$ cat src/design/acwa_pkg.sv
// acwa_pkg: types and constants for the address cache with aging
// no dependencies
package acwa_pkg;

  localparam int unsigned Depth = 32;
  localparam int unsigned IdxW  = $clog2(Depth);
  localparam int unsigned CntW  = 6;
  localparam int unsigned CfgIdxW = 3;

  typedef enum logic [1:0] {
    MODE_UPDATE = 2'd0,
    MODE_LOOKUP_SA = 2'd1,
    MODE_LOOKUP_UID = 2'd2,
    MODE_TICK = 2'd3
  } mode_e;

  typedef enum logic [2:0] {
    ST_OK = 3'd0,
    ST_FULL = 3'd1,
    ST_NOT_FOUND = 3'd2,
    ST_EVICTED = 3'd3,
    ST_TICK_DONE = 3'd4
  } status_e;

  typedef enum logic [2:0] {
    CFG_WIFI = 3'd0,
    CFG_BLE = 3'd1,
    CFG_LOWPAN = 3'd2,
    CFG_LOCAL_UID = 3'd3,
    CFG_LOCAL_SA = 3'd4,
    CFG_LOCAL_NID = 3'd5
  } cfg_e;

  typedef enum logic [2:0] {
    FSM_IDLE,
    FSM_SCAN,
    FSM_WRITE,
    FSM_RESULT,
    FSM_OUT
  } fsm_e;

  typedef struct packed {
    logic [1:0]  mode;
    logic [1:0]  media_kind;
    logic [63:0] node_unique_id;
    logic [15:0] node_short_addr;
    logic [15:0] node_net_id;
    logic [15:0] parent_short_addr;
  } req_t;

  typedef struct packed {
    logic [2:0]      status;
    logic [63:0]     found_unique_id;
    logic [15:0]     found_short_addr;
    logic [15:0]     found_net_id;
    logic [15:0]     found_parent_addr;
    logic [1:0]      found_media;
    logic [CntW-1:0] entry_count;
    logic            last;
  } rsp_t;

  typedef struct packed {
    logic [63:0] unique_id;
    logic [15:0] nwk_addr;
    logic [15:0] net_id;
    logic [15:0] parent_addr;
    logic [1:0]  media;
    logic [7:0]  age;
  } entry_t;

endpackage

$ cat src/design/acwa_ram.sv
// acwa_ram: entry store, one write and one registered read port
// depends on acwa_pkg
module acwa_ram (
  input  logic                     clk_i,
  input  logic                     we_i,
  input  logic [acwa_pkg::IdxW-1:0] waddr_i,
  input  acwa_pkg::entry_t         wdata_i,
  input  logic [acwa_pkg::IdxW-1:0] raddr_i,
  output acwa_pkg::entry_t         rdata_o
);
  acwa_pkg::entry_t mem_q [acwa_pkg::Depth];

  always_ff @(posedge clk_i) begin
    if (we_i) begin
      mem_q[waddr_i] <= wdata_i;
    end
    rdata_o <= mem_q[raddr_i];
  end
endmodule
$ cat config.mk
export PLATFORM = sky130hd
export DESIGN_NAME = acwa_ram
export DESIGN_NICKNAME = d
export VERILOG_FILES = /design/src/design/acwa_pkg.sv /design/src/design/acwa_ram.sv
export SDC_FILE = /design/constraint.sdc
export NUM_CORES = 2
export LEC_CHECK = 0
export ABC_AREA = 1
export BUFFER_PORTS_ARGS = -buffer_cell sky130_fd_sc_hd__buf_2
export CORE_ASPECT_RATIO = 1.75
export CORE_UTILIZATION = 40
export DETAILED_ROUTE_END_ITERATION = 10
export GPL_TIMING_DRIVEN = 1
export PLACE_DENSITY = 0.55
export SYNTH_ARGS = -nofsm -noshare
export SYNTH_HDL_FRONTEND = slang
export SYNTH_SLANG_ARGS = --single-unit
$ cat constraint.sdc
create_clock -name clk_i -period 6.9 [get_ports clk_i]
set_input_delay 1.38 -clock clk_i [delete_from_list [all_inputs] [get_ports clk_i]]
set_output_delay 1.38 -clock clk_i [all_outputs]
set_load 0.005 [all_outputs]
==> run_summary.xml <==
<?xml version="1.0" encoding="UTF-8"?>
<metrics>
  <group name="run_status">
    <metric name="run_status" unit="">finished clean</metric>
  </group>
  <group name="placement">
    <metric name="place.port_buffers" unit="">255</metric>
    <metric name="place_worst_setup_slack" unit="ps">2568</metric>
    <metric name="dpl.hpwl" unit="mm">234.2</metric>
    <metric name="place_area" unit="um2">165000</metric>
    <metric name="final_estimated_routing_congestion_in_global_placement" unit="">0.7733</metric>
  </group>
  <group name="clocking">
    <metric name="tritoncts_num_sinks" unit="">4026</metric>
    <metric name="cts_setup_buffers" unit="">0</metric>
    <metric name="ctsHoldBuffers" unit="">0</metric>
    <metric name="clk_path_buf_depth" unit="">4</metric>
    <metric name="worstSkewPairLatency" unit="ps">940</metric>
    <metric name="post_cts_sizing" unit="">0</metric>
    <metric name="clk_transition_reported_paths" unit="ps">60</metric>
    <metric name="clock_tree_from_tritoncts" unit="">done</metric>
    <metric name="htree_levels" unit="">5</metric>
    <metric name="clock-root-buffer" unit="">sky130_fd_sc_hd__clkbuf_16</metric>
    <metric name="cts_buffers" unit="">368</metric>
  </group>
  <group name="logic_synthesis">
    <metric name="synthesis.instances" unit="">12838</metric>
    <metric name="mappedNetlistArea" unit="um2">158200</metric>
    <metric name="async_flop_share" unit="%">0</metric>
    <metric name="number_of_synthesized_flops_with_an_enable_pin" unit="">3904</metric>
    <metric name="yosys_warnings" unit="">0</metric>
    <metric name="leading_register_cell_type_out_of_synthesis" unit="">sky130_fd_sc_hd__edfxtp_1</metric>
    <metric name="netlist_top_cells_area" unit="">sky130_fd_sc_hd__edfxtp_1, sky130_fd_sc_hd__nand3_1, sky130_fd_sc_hd__nand2_1</metric>
    <metric name="post_synth.cell_area_avg" unit="um2">12.32</metric>
    <metric name="post_synth_most_frequent_cells" unit="">sky130_fd_sc_hd__nand2_1, sky130_fd_sc_hd__edfxtp_1, sky130_fd_sc_hd__nand3_1</metric>
    <metric name="synth.distinct_cells" unit="">15</metric>
    <metric name="synth-seq-cells" unit="">4026</metric>
    <metric name="yosysSeqAreaShare" unit="%">75.65</metric>
    <metric name="synth_top_area_share" unit="%">74.11</metric>
    <metric name="synth_most_common_cell" unit="">sky130_fd_sc_hd__nand2_1</metric>
    <metric name="netlist.top_cell.by_area" unit="">sky130_fd_sc_hd__edfxtp_1</metric>
    <metric name="synth_nets" unit="">12972</metric>
  </group>
  <group name="timing">
    <metric name="rsz0062_at_grt" unit="">false</metric>
    <metric name="post-route-period-util" unit="%">49.69</metric>
    <metric name="layout_min_cycle_time" unit="ps">3429</metric>
    <metric name="fin_clk_skew" unit="ps">45.71</metric>
    <metric name="max_slew_margin" unit="%">18.07</metric>
    <metric name="finalSetupViolCount" unit="">0</metric>
    <metric name="setup_slack" unit="ps">3471</metric>
    <metric name="clock.fmax" unit="GHz">0.2916</metric>
    <metric name="worstMarginPinSlew" unit="ps">1226</metric>
    <metric name="maxSlewViolCount" unit="">0</metric>
    <metric name="finalSetupTns" unit="ps">0</metric>
    <metric name="finalHoldViolations" unit="">0</metric>
  </group>
  <group name="power_and_ir_drop">
    <metric name="combPwrFrac" unit="%">5.8</metric>
    <metric name="power.ir.vdd_worst" unit="uV">212.0</metric>
    <metric name="power.static_leakage" unit="nW">62.21</metric>
    <metric name="power.switching_fraction" unit="%">22.64</metric>
    <metric name="seq_power_share" unit="%">53.9</metric>
    <metric name="power_switching" unit="mW">11.49</metric>
    <metric name="pint" unit="mW">39.24</metric>
    <metric name="power.share.clock" unit="%">40.3</metric>
    <metric name="power.density" unit="nW/um2">286.6</metric>
  </group>
  <group name="drt">
    <metric name="avgRoutedWirePerCell" unit="um">26.10</metric>
    <metric name="postRouteWirelength" unit="mm">480.7</metric>
    <metric name="detailed_router_iteration_count_before_antenna_repair" unit="">6</metric>
    <metric name="vias" unit="">100852</metric>
    <metric name="drt_first_iter_violations" unit="">10036</metric>
    <metric name="drc_errors" unit="">0</metric>
    <metric name="ant_nets" unit="">0</metric>
    <metric name="via_per_inst" unit="">5.477</metric>
  </group>
  <group name="die">
    <metric name="initial_utilization" unit="%">40.17</metric>
    <metric name="core" unit="um2">393800</metric>
    <metric name="die_height" unit="um">833.9</metric>
    <metric name="die_w" unit="um">477.4</metric>
    <metric name="fp.dieArea" unit="um2">398100</metric>
    <metric name="pin_count" unit="">256</metric>
    <metric name="floorplan.rows" unit="">305</metric>
  </group>
  <group name="setup_path">
    <metric name="timing.rr.end" unit="">rdata_o[23]</metric>
    <metric name="criticalPathCategory" unit="">in -&gt; reg</metric>
    <metric name="setup.worst_path.end_class" unit="">flip-flop</metric>
    <metric name="cp_data_required_time" unit="ps">7470</metric>
    <metric name="worst_setup_start_kind" unit="">input port</metric>
    <metric name="cp.arrival" unit="ps">4000</metric>
    <metric name="path_max_fanout" unit="">46</metric>
    <metric name="rr_startpoint" unit="">mem_q[14][23]</metric>
    <metric name="rrSetupSlack" unit="ps">5510</metric>
    <metric name="worst-r2r-cell-count" unit="">8</metric>
  </group>
  <group name="layout">
    <metric name="final_design_area_no_fill" unit="um2">177000</metric>
    <metric name="area_grow_syn2layout" unit="%">11.87</metric>
    <metric name="finalNetCount" unit="">12976</metric>
    <metric name="final_layout_size_suffix_gt1_share" unit="%">7.943</metric>
  </group>
  <group name="grt">
    <metric name="track_usage" unit="%">23.72</metric>
    <metric name="grt_pass1_vias" unit="">97713</metric>
    <metric name="initial_antenna_violation_count" unit="">65</metric>
    <metric name="grt_pass1_wl" unit="mm">694.2</metric>
    <metric name="grt_overflow" unit="">0</metric>
    <metric name="grt_start_max_net_pins" unit="">203</metric>
  </group>
  <group name="worst_hold_path">
    <metric name="min-delay-start" unit="">mem_q[20][56]</metric>
    <metric name="hold_class" unit="">reg -&gt; reg</metric>
    <metric name="hold_end" unit="">rdata_o[56]</metric>
    <metric name="hold_path_depth" unit="">6</metric>
  </group>
  <group name="run">
    <metric name="max_cap_violations" unit="">0</metric>
  </group>
</metrics>
per-stage QoR:
| step | total power, mW | instances | util [%] | hold WS, ps |
|---|---|---|---|---|
| after floorplan | 29.48 | 12838 | - | 640.4 |
| after global placement | 30.81 | 17691 | 41.91 | 666.9 |
| after detailed placement | 30.83 | 17691 | 41.91 | 660.8 |
| after CTS | 51.08 | 18363 | 44.90 | 684.6 |
| after global routing | 52.19 | 18391 | 44.92 | 752.3 |
| final | 50.72 | 18414 | 44.93 | 681.9 |
placed cells by master (no fill, tap or decap):
cell / instances
sky130_fd_sc_hd__clkinv_1: 54
sky130_fd_sc_hd__inv_6: 5
sky130_fd_sc_hd__inv_8: 6
sky130_fd_sc_hd__buf_4: 108
sky130_fd_sc_hd__clkbuf_1: 83
sky130_fd_sc_hd__diode_2: 51
sky130_fd_sc_hd__clkinv_8: 4
sky130_fd_sc_hd__nand3_1: 3438
sky130_fd_sc_hd__clkinv_4: 4
sky130_fd_sc_hd__nor2_4: 32
sky130_fd_sc_hd__inv_16: 2
sky130_fd_sc_hd__clkinvlp_4: 21
sky130_fd_sc_hd__buf_12: 110
sky130_fd_sc_hd__buf_8: 4
sky130_fd_sc_hd__nand2_1: 4494
sky130_fd_sc_hd__clkbuf_16: 377
sky130_fd_sc_hd__bufinv_16: 28
sky130_fd_sc_hd__clkbuf_8: 21
sky130_fd_sc_hd__buf_2: 250
sky130_fd_sc_hd__clkinv_2: 72
sky130_fd_sc_hd__edfxtp_1: 3904
sky130_fd_sc_hd__dfxtp_1: 122
sky130_fd_sc_hd__inv_1: 5
worst max-delay path by stage:
stage                     start              to  slack, ps  cells after the start
finish               waddr_i[1]  mem_q[13][118]       3470                      5
global route         raddr_i[0]     rdata_o[63]       3490                      9
CTS                 rdata_o[46]     rdata_o[46]       3490                      1
detailed placement   waddr_i[1]  mem_q[13][107]       2570                      5
global placement     waddr_i[1]  mem_q[13][109]       2550                      5
floorplan            waddr_i[0]     mem_q[8][0]       -460                      3
critical path, stage by stage:
cell and delay [ps]:
sky130_fd_sc_hd__buf_2 140, sky130_fd_sc_hd__inv_1 80, sky130_fd_sc_hd__nand3_1 560, sky130_fd_sc_hd__nor2_4 1180, sky130_fd_sc_hd__buf_12 480
routing by layer:
| metal | GRT usage (%) | part of all wire [%] |
|---|---|---|
| met1 | 30.44 | 40 |
| met2 | 41.09 | 51 |
| met3 | 3.150 | 5.9 |
| met4 | 8.311 | 3.3 |
| met5 | 0 | 0.041 |
power by group through the flow:
stage | logic, mW | registers (mW) | clock network (mW)
CTS | 2.96 | 27.3 | 20.8
finish | 2.94 | 27.3 | 20.4
global route | 3.23 | 27.4 | 21.6
global placement | 2.94 | 27.9 | 0
floorplan | 1.66 | 27.8 | 0
detailed placement | 2.96 | 27.9 | 0
flip-flops by register name, summed over array words and instances, names as in the netlist:
name	flops
mem_q	3904
rdata_o	122
area by class of cell:
| cell class | count | area, um2 |
|---|---|---|
| Inverter | 10 | 83.83 |
| Antenna cell | 51 | 127.6 |
| Sequential cell | 4026 | 119700 |
| Clock buffer | 481 | 10030 |
| Multi-Input combinational cell | 7964 | 34440 |
| Clock inverter | 191 | 1748 |
| Fill cell | 35375 | 216900 |
| Timing Repair Buffer | 472 | 4324 |
| Tap cell | 5219 | 6530 |
kinds of logic after synthesis:
group                  synth area share, %
flip-flops                           75.65
buffers and inverters                2.730
AND/OR/NAND/NOR                      21.62
Power figures use the tool's default switching activity.
